==> config.mk <==
export PLATFORM = sky130hd
export DESIGN_NAME = sabs_engine
export DESIGN_NICKNAME = d
export VERILOG_FILES = /design/src/design/sabs_pkg.sv /design/src/design/sabs_engine.sv
export SDC_FILE = /design/constraint.sdc
export NUM_CORES = 1
export LEC_CHECK = 0
export BUFFER_PORTS_ARGS = -buffer_cell sky130_fd_sc_hd__buf_2
export CAP_MARGIN = 20
export CORE_UTILIZATION = 53
export CTS_CLUSTER_DIAMETER = 40
export CTS_CLUSTER_SIZE = 40
export DETAILED_ROUTE_END_ITERATION = 6
export PLACE_DENSITY = 0.81
export REMOVE_ABC_BUFFERS = 1
export SYNTH_ARGS = -nofsm -noshare
export SYNTH_HDL_FRONTEND = slang
export SYNTH_SLANG_ARGS = --single-unit
==> constraint.sdc <==
create_clock -name clock -period 4.82 [get_ports clock]
set_clock_uncertainty 0.15 [all_clocks]
set_input_delay 0.241 -clock clock [delete_from_list [all_inputs] [get_ports clock]]
set_output_delay 0.241 -clock clock [all_outputs]
set_load 0.02 [all_outputs]
==> src/design/sabs_pkg.sv <==
`timescale 1ns / 1ps
// ----------------------------------------------------------------------------
// Sorted array binary search package
// Shared sizes, codes, payload types and state encoding for the search block.
// ----------------------------------------------------------------------------
package sabs_pkg;

   // Storage geometry.
   localparam int DEPTH     = 1024;
   localparam int KEY_WIDTH = 32;
   localparam int ADDR_W    = $clog2(DEPTH);

   // Field widths fixed by the interface.
   localparam int INDEX_W = 10;
   localparam int COUNT_W = 11;
   localparam int CSR_DATA_W = 32;
   localparam int CSR_ADDR_W = 3;

   // Command codes.
   localparam logic CMD_LOAD   = 1'b0;
   localparam logic CMD_SEARCH = 1'b1;

   // Register map (byte addresses).
   localparam logic [CSR_ADDR_W-1:0] REG_ENTRY_COUNT_ADDR = 3'd0;

   // Input item.
   typedef struct packed {
      logic                        command;
      logic [INDEX_W-1:0]          entry_index;
      logic signed [KEY_WIDTH-1:0] value;
   } sabs_req_type;

   // Result item.
   typedef struct packed {
      logic               found;
      logic [INDEX_W-1:0] position;
   } sabs_rsp_type;

   // Access to the key store from the search engine.
   typedef struct packed {
      logic                 we;
      logic [ADDR_W-1:0]    waddr;
      logic [KEY_WIDTH-1:0] wdata;
      logic [ADDR_W-1:0]    raddr;
   } sabs_mem_req_type;

   // Search sequencer states.
   typedef enum logic [1:0] {
      ST_IDLE,
      ST_PROBE,
      ST_REPLY
   } sabs_state_type;

endpackage

==> src/design/sabs_engine.sv <==
`timescale 1ns / 1ps
// ----------------------------------------------------------------------------
// Binary search engine
// Takes load and search items, drives the key store and narrows the search
// window by one probe per cycle, then hands the result to an output register.
// ----------------------------------------------------------------------------
module sabs_engine (
   input  logic                               clock,
   input  logic                               reset,
   input  logic                               req_valid,
   output logic                               req_stall,
   input  sabs_pkg::sabs_req_type             req_data,
   output logic                               rsp_valid,
   input  logic                               rsp_stall,
   output sabs_pkg::sabs_rsp_type             rsp_data,
   input  logic [sabs_pkg::COUNT_W-1:0]       entry_count,
   output sabs_pkg::sabs_mem_req_type         mem_req,
   input  logic [sabs_pkg::KEY_WIDTH-1:0]     mem_rdata
);
   import sabs_pkg::*;

   sabs_state_type state_ff, state_in;

   logic [ADDR_W-1:0]    low_ff, low_in;
   logic [ADDR_W-1:0]    high_ff, high_in;
   logic [ADDR_W-1:0]    mid_ff, mid_in;
   logic [KEY_WIDTH-1:0] target_ff, target_in;
   logic                 found_ff, found_in;
   logic [ADDR_W-1:0]    pos_ff, pos_in;
   logic                 rsp_valid_ff, rsp_valid_in;
   sabs_rsp_type         rsp_data_ff, rsp_data_in;

   logic                 req_xfer;
   logic                 is_search;
   logic [COUNT_W-1:0]   count_sat;
   logic [COUNT_W-1:0]   count_less;
   logic [ADDR_W-1:0]    init_high;
   logic                 hit;
   logic                 greater;
   logic                 probe_done;
   logic [ADDR_W-1:0]    next_low;
   logic [ADDR_W-1:0]    next_high;
   logic [ADDR_W:0]      next_sum;
   logic                 slot_free;

   // Items are taken only while the sequencer is idle.
   assign req_stall = (state_ff != ST_IDLE);
   assign req_xfer  = req_valid && !req_stall;
   assign is_search = (req_data.command == CMD_SEARCH);
   assign slot_free = !rsp_valid_ff || !rsp_stall;

   // Clamp the count to the store depth and derive the first window.
   always_comb begin
      count_sat  = (entry_count > COUNT_W'(DEPTH)) ? COUNT_W'(DEPTH) : entry_count;
      count_less = count_sat - COUNT_W'(1);
      init_high  = count_less[ADDR_W-1:0];
   end

   // Probe compare and window update.
   always_comb begin
      hit        = (mem_rdata == target_ff);
      greater    = ($signed(mem_rdata) > $signed(target_ff));
      probe_done = 1'b0;
      next_low   = low_ff;
      next_high  = high_ff;
      if (hit) begin
         probe_done = 1'b1;
      end else if (greater) begin
         if (mid_ff == low_ff) begin
            probe_done = 1'b1;
         end else begin
            next_high = mid_ff - ADDR_W'(1);
         end
      end else begin
         if (mid_ff == high_ff) begin
            probe_done = 1'b1;
         end else begin
            next_low = mid_ff + ADDR_W'(1);
         end
      end
      next_sum = {1'b0, next_low} + {1'b0, next_high};
   end

   // Next state.
   always_comb begin
      state_in = state_ff;
      unique case (state_ff)
         ST_IDLE: begin
            if (req_xfer && is_search) begin
               state_in = (count_sat == '0) ? ST_REPLY : ST_PROBE;
            end
         end
         ST_PROBE: begin
            if (probe_done) begin
               state_in = ST_REPLY;
            end
         end
         ST_REPLY: begin
            if (slot_free) begin
               state_in = ST_IDLE;
            end
         end
         default: state_in = ST_IDLE;
      endcase
   end

   // Datapath and memory access for each state.
   always_comb begin
      low_in        = low_ff;
      high_in       = high_ff;
      mid_in        = mid_ff;
      target_in     = target_ff;
      found_in      = found_ff;
      pos_in        = pos_ff;
      mem_req.we    = 1'b0;
      mem_req.waddr = req_data.entry_index[ADDR_W-1:0];
      mem_req.wdata = req_data.value;
      mem_req.raddr = mid_ff;
      unique case (state_ff)
         ST_IDLE: begin
            if (req_xfer && !is_search) begin
               mem_req.we = (32'(req_data.entry_index) < DEPTH);
            end
            if (req_xfer && is_search) begin
               low_in        = '0;
               high_in       = init_high;
               mid_in        = init_high >> 1;
               mem_req.raddr = init_high >> 1;
               target_in     = req_data.value;
               found_in      = 1'b0;
               pos_in        = '0;
            end
         end
         ST_PROBE: begin
            if (hit) begin
               found_in = 1'b1;
               pos_in   = mid_ff;
            end else if (!probe_done) begin
               low_in        = next_low;
               high_in       = next_high;
               mid_in        = next_sum[ADDR_W:1];
               mem_req.raddr = next_sum[ADDR_W:1];
            end
         end
         ST_REPLY: begin
         end
         default: begin
         end
      endcase
   end

   // Output register: loaded from the reply state, cleared on transfer.
   always_comb begin
      rsp_valid_in = rsp_valid_ff;
      rsp_data_in  = rsp_data_ff;
      if (slot_free) begin
         rsp_valid_in = 1'b0;
      end
      if ((state_ff == ST_REPLY) && slot_free) begin
         rsp_valid_in         = 1'b1;
         rsp_data_in.found    = found_ff;
         rsp_data_in.position = INDEX_W'(pos_ff);
      end
   end

   // Control registers.
   always_ff @(posedge clock) begin
      if (reset) begin
         state_ff     <= ST_IDLE;
         rsp_valid_ff <= 1'b0;
      end else begin
         state_ff     <= state_in;
         rsp_valid_ff <= rsp_valid_in;
      end
   end

   // Payload registers.
   always_ff @(posedge clock) begin
      low_ff      <= low_in;
      high_ff     <= high_in;
      mid_ff      <= mid_in;
      target_ff   <= target_in;
      found_ff    <= found_in;
      pos_ff      <= pos_in;
      rsp_data_ff <= rsp_data_in;
   end

   assign rsp_valid = rsp_valid_ff;
   assign rsp_data  = rsp_data_ff;

endmodule

== Yosys cells after proc, flatten, opt, wreduce, memory -nomap -nowiden ==
Index checks and enable logic that the tools add are counted.

* Add/subtract/negate cells: 4
* Order comparisons: 2
* Equal/unequal tests: 11
* Muxes and demuxes: 37
* Reductions and logical operators: 18

{| class="wikitable"
|+ Operators with widths
! kind !! number
|-
| 2-to-1 mux 10 bit || 16
|-
| case mux 10 bit (2 select lines) || 4
|-
| equality test 32 bit || 1
|-
| greater-than comparator 32 bit || 1
|-
| equality test 10 bit || 2
|-
| subtractor 10 x 1 -> 10 bit (second input constant) || 2
|-
| inequality test 2 bit (second input constant) || 6
|-
| adder 10 x 10 -> 11 bit || 1
|-
| greater-than comparator 11 bit (second input constant) || 1
|-
| zero test 11 bit || 1
|-
| 2-to-1 mux 11 bit || 1
|-
| adder 10 x 1 -> 10 bit (second input constant) || 1
|-
| 2-to-1 mux 1 bit || 10
|-
| 2-to-1 mux 2 bit || 4
|-
| case mux 2 bit (3 select lines) || 1
|-
| AND reduction 3 bit || 2
|-
| nonzero test 2 bit || 3
|-
| logical AND 1 bit || 4
|-
| zero test 1 bit || 4
|-
| AND reduction 4 bit || 1
|-
| equality test 2 x 1 -> 1 bit (second input constant) || 1
|-
| equality test 2 bit (second input constant) || 1
|-
| zero test 2 bit || 1
|-
| case mux 1 bit (2 select lines) || 1
|-
| other kinds (2) || 2
|}

* Flip-flop bits (word level): 87
* Input bits: 90
* Output and inout port bits: 66
* Logic and storage cells: 82

== Longest topological paths before layout ==
* Depth after elaboration: 8
* Gate-level depth with buffers: 17
* Mapped depth without buffers: 16

== Worst setup path before layout ==
OpenSTA, ideal clock, no wires.

* Path kind: register to output
* Start point: register target_ff[31]
* End point: output mem_req[5] (netlist name)
* Data arrival time: 4.228 ns
* Data required time: 4.429 ns
* Slack: 0.201 ns
* Stages on the path, launching flop included: 16
* Path buffers: 2
* Path through: edfxtp_1 inv_1 ha_1 nand4_1 nor3_1 a221oi_2 xor2_1 o31a_1 clkbuf_1 clkbuf_1 a21oi_1 fa_1 and2_1 a221o_1 a31o_1 o31ai_1

{| class="wikitable"
|+ RTL lines
! element !! line !! RTL
|-
| start, declared || sabs_engine.sv:27 || <nowiki>logic [KEY_WIDTH-1:0] target_ff, target_in;</nowiki>
|-
| start signal, assigned || sabs_engine.sv:182 || <nowiki>target_ff <= target_in;</nowiki>
|-
| end, declared || sabs_engine.sv:17 || <nowiki>output sabs_pkg::sabs_mem_req_type mem_req,</nowiki>
|}

==> summary.txt <==
Setup path
  – Slowest Stage Delay on Critical Path: 0.49 ns
  – CP most frequent cell: buf_6
  – Buf/Inv on CP: 3
  – Slowest CP cell: o41a_1
  – Req. time, crit path: 4.43 ns
  – Critical Path Start Type: flop
  – Crit path max-delay family: compound AO/OA/AOI/OAI gates
  – Worst path arrival time: 4.47 ns
  – Crit path kind: flop to output port
  – Crit path capture type: output port
  – Max FO, Critical Path: 8
  – Worst-path cell chain: inv_2 > ha_4 > a21oi_2 > nand2_1 > a22o_1 > o41a_1 > buf_6 > o31a_4 > nor2_4 > a21oi_4 > fa_2 > and2_4 > a221o_1 > a31o_1 > o31ai_4 > a21o_1 > buf_6

Run status
  – Failing checks: setup timing
  – Status: finished, violations left

Timing
  – Final setup viols: 2
  – RSZ-0062 raised after global routing: true
  – Crit share post-route: 1.01
  – Worst Tran Pin Value: 1.07 ns
  – Final Hold Viols: 0
  – Slew Limit Fails: 0
  – Max-Slew Margin vs Limit: 0.290
  – Fmax: 206 MHz
  – Clock period minus worst slack: 4.86 ns
  – Post-route setup slack: -0.0364 ns

Logic synthesis
  – Cell count after synthesis: 560
  – Post-synth top cells: 74 x edfxtp_1, 45 x ha_1, 44 x inv_1, 44 x nor2_1, 43 x a21oi_1
  – Post-synth EDFFs: 74
  – Cell Area, Synth: 0.00561 mm2
  – Post-synth top area cell: edfxtp_1
  – Synth warnings: 0
  – Post-synth top area share: 0.396
  – Yosys cell types: 54
  – Top cells by area, synth: edfxtp_1 40%, ha_1 10%, buf_4 5.6%, xor2_1 5.0%, dfxtp_1 4.6%
  – Most numerous cell in the Yosys netlist: edfxtp_1
  – Async SR Flop Fraction: 0
  – Sequential area share after synthesis: 0.442
  – Seq cells post-synth: 87
  – Avg Synthesized Cell Area: 10.0 um2
  – Ys flop type: edfxtp_1

Clocking
  – Clock Path Buffers: 2
  – Clock Sinks: 87
  – Clk Latency, worst-skew pair: 0.38 ns
  – Clock root cell: clkbuf_8
  – H-tree depth: 3
  – CTS tree: built
  – Total CTS buffers: 9
  – Clock transition at path regs: 0.10 ns

Power
  – Lkg Pwr: 0.00306 uW
  – Power Density: 466 mW/mm2
  – Tot Pwr: 3330 uW
  – VDD IR max: 0.565 mV

Floorplan
  – Die height: 105 um
  – Top Ports: 156
  – Row count: 37
  – Die width: 105 um
  – Die footprint: 0.0110 mm2
  – Initial Util: 0.546
  – Core ar.: 0.0103 mm2

Cells and area
  – Final Core Density: 0.696
  – Fill count: 713
  – N_diodes: 0
  – Area grow syn2layout: 27.6%
  – Final #Nets: 842
  – Fraction of layout cells with a size suffix above 1: 0.318
  – Non-Filler Instances: 847

Global routing
  – Largest net degree at the start of global routing: 40
  – Vias in the first global route: 4626
  – Initial antenna violation count: 0
  – Grt ovf: 0
  – Global-route wire length before repair: 22.3 mm
  – GRT Total Usage: 0.261

Place
  – RePlAce Congestion: 0.946
  – Placed Cells: 781
  – HPWL after detailed placement: 9.88 mm
  – I/O Buffers: 135

Route
  – Drt drc: 0
  – Drt pass-1 iters: 5
  – Initial DRC Count: 452
  – Final wirelength: 15.0 mm
  – Avg WL per Cell: 17.8 um
  – Number of vias per cell: 5.81
  – Final antenna-violating net count: 0
  – Vias: 4918

Flow run
  – Max_cap viols: 0

Hold path
  – Worst Hold Class: input pin to flop
==> power breakdown <==
group	internal (uW)	switching, uW
registers	919	174
logic	803	924
clock network	240	273
total	1960	1370
==> layer usage <==
metal / part of all wire / up-vias / track usage
met1: 0.38 / 2346 / 0.317
li1: - / 2243 / -
met3: 0.080 / 41 / 0.0536
met4: 0.034 / 0 / 0.126
met5: 0 / - / 0
met2: 0.50 / 288 / 0.444
==> state kept, by name (all words and copies together), names as in the netlist <==
name       count
high_ff       10
found_ff       1
state_ff       2
rsp_data      11
pos_ff        10
target_ff     32
mid_ff        10
rsp_valid      1
low_ff        10
==> worst paths after layout <==
| path | slack [ns] | startpoint | depth (start not counted) | end |
|---|---|---|---|---|
| hold reg to reg | 0.27 | pos_ff[9] | 0 | rsp_data[9] |
| setup reg to reg | 0.64 | target_ff[14] | 16 | mid_ff[7] |
| setup / recovery | -0.04 | target_ff[14] | 17 | mem_req[7] |
| hold / removal | 0.08 | rsp_stall | 4 | state_ff[0] |
==> layout by cell type, fill, tap and decap left out, types with 3 or more instances in the layout <==
| cell | Yosys | final |
|---|---|---|
| ha_4 | 0 | 10 |
| a31oi_1 | 5 | 5 |
| inv_2 | 0 | 4 |
| dfxtp_1 | 13 | 13 |
| nor3_1 | 10 | 9 |
| edfxtp_1 | 74 | 74 |
| a21o_1 | 7 | 7 |
| buf_6 | 0 | 4 |
| or3_1 | 4 | 4 |
| xor2_1 | 32 | 31 |
| o21ai_0 | 22 | 20 |
| a22oi_1 | 6 | 6 |
| and3_1 | 6 | 6 |
| buf_4 | 42 | 24 |
| mux2i_4 | 0 | 4 |
| nor4_1 | 7 | 4 |
| xnor2_1 | 15 | 14 |
| nand2b_1 | 3 | 3 |
| nand4_1 | 10 | 10 |
| buf_2 | 0 | 131 |
| dlygate4sd3_1 | 0 | 34 |
| nand3_1 | 14 | 13 |
| nor2_1 | 44 | 43 |
| a21oi_2 | 0 | 9 |
| nor2b_1 | 3 | 3 |
| nand2_1 | 28 | 28 |
| inv_1 | 44 | 40 |
| clkbuf_8 | 0 | 9 |
| and2_1 | 18 | 16 |
| a21oi_1 | 43 | 33 |
| ha_1 | 45 | 35 |
| mux2i_1 | 7 | 3 |
==> final cells by class <==
type | instances | area, um2 | area share
repair buffers | 193 | 1220 | 0.171
flip-flops and latches | 87 | 2480 | 0.347
inverters | 45 | 169 | 0.0236
clock buffers | 9 | 124 | 0.0173
clock inverters | 7 | 71.3 | 0.00997
multi-input cells | 370 | 2920 | 0.408
well taps | 136 | 170 | 0.0238
==> what timing repair did <==
item                                   in CTS  in global routing
gates cloned                                0                  1
buffers inserted                            2                 13
endpoints found under the hold margin      35                  0
setup endpoints to repair                   4                  8
pin swaps                                   5                 22
hold buffers                               34                  0
resized for setup                          11                 55
==> worst min-delay path, cell delays in order <==
cell     delay, ns
buf_2         0.09
nand2_1       0.07
nor2_1        0.11
nor3_1        0.05
==> cells by family (layout without fill, tap and decap cells) <==
| logic type | Yosys count | after routing | synth area share |
|---|---|---|---|
| muxes | 10 | 10 | 0.0185 |
| DFF | 87 | 87 | 0.442 |
| xor gates and xnor gates | 47 | 47 | 0.0734 |
| adders and majority gates | 46 | 46 | 0.104 |
| buffers and inverters | 104 | 254 | 0.0977 |
| AOI/OAI and AO/OA | 112 | 113 | 0.125 |
| and+or+nand+nor | 154 | 154 | 0.139 |
==> through the flow <==
stage	instance area (um2)	setup WS (ns)	setup TNS, ns	hold WS [ns]
detailed placement	6140	0.148	0	0.256
CTS	6750	0.0100	0	0.0619
finish	7160	-0.0364	-0.0393	0.0763
global route	7160	-0.162	-0.741	0.0874
floorplan	5230	0.0826	0	0.160
global placement	6140	0.269	0	0.254
No activity file was read; power rests on OpenSTA's default activity.
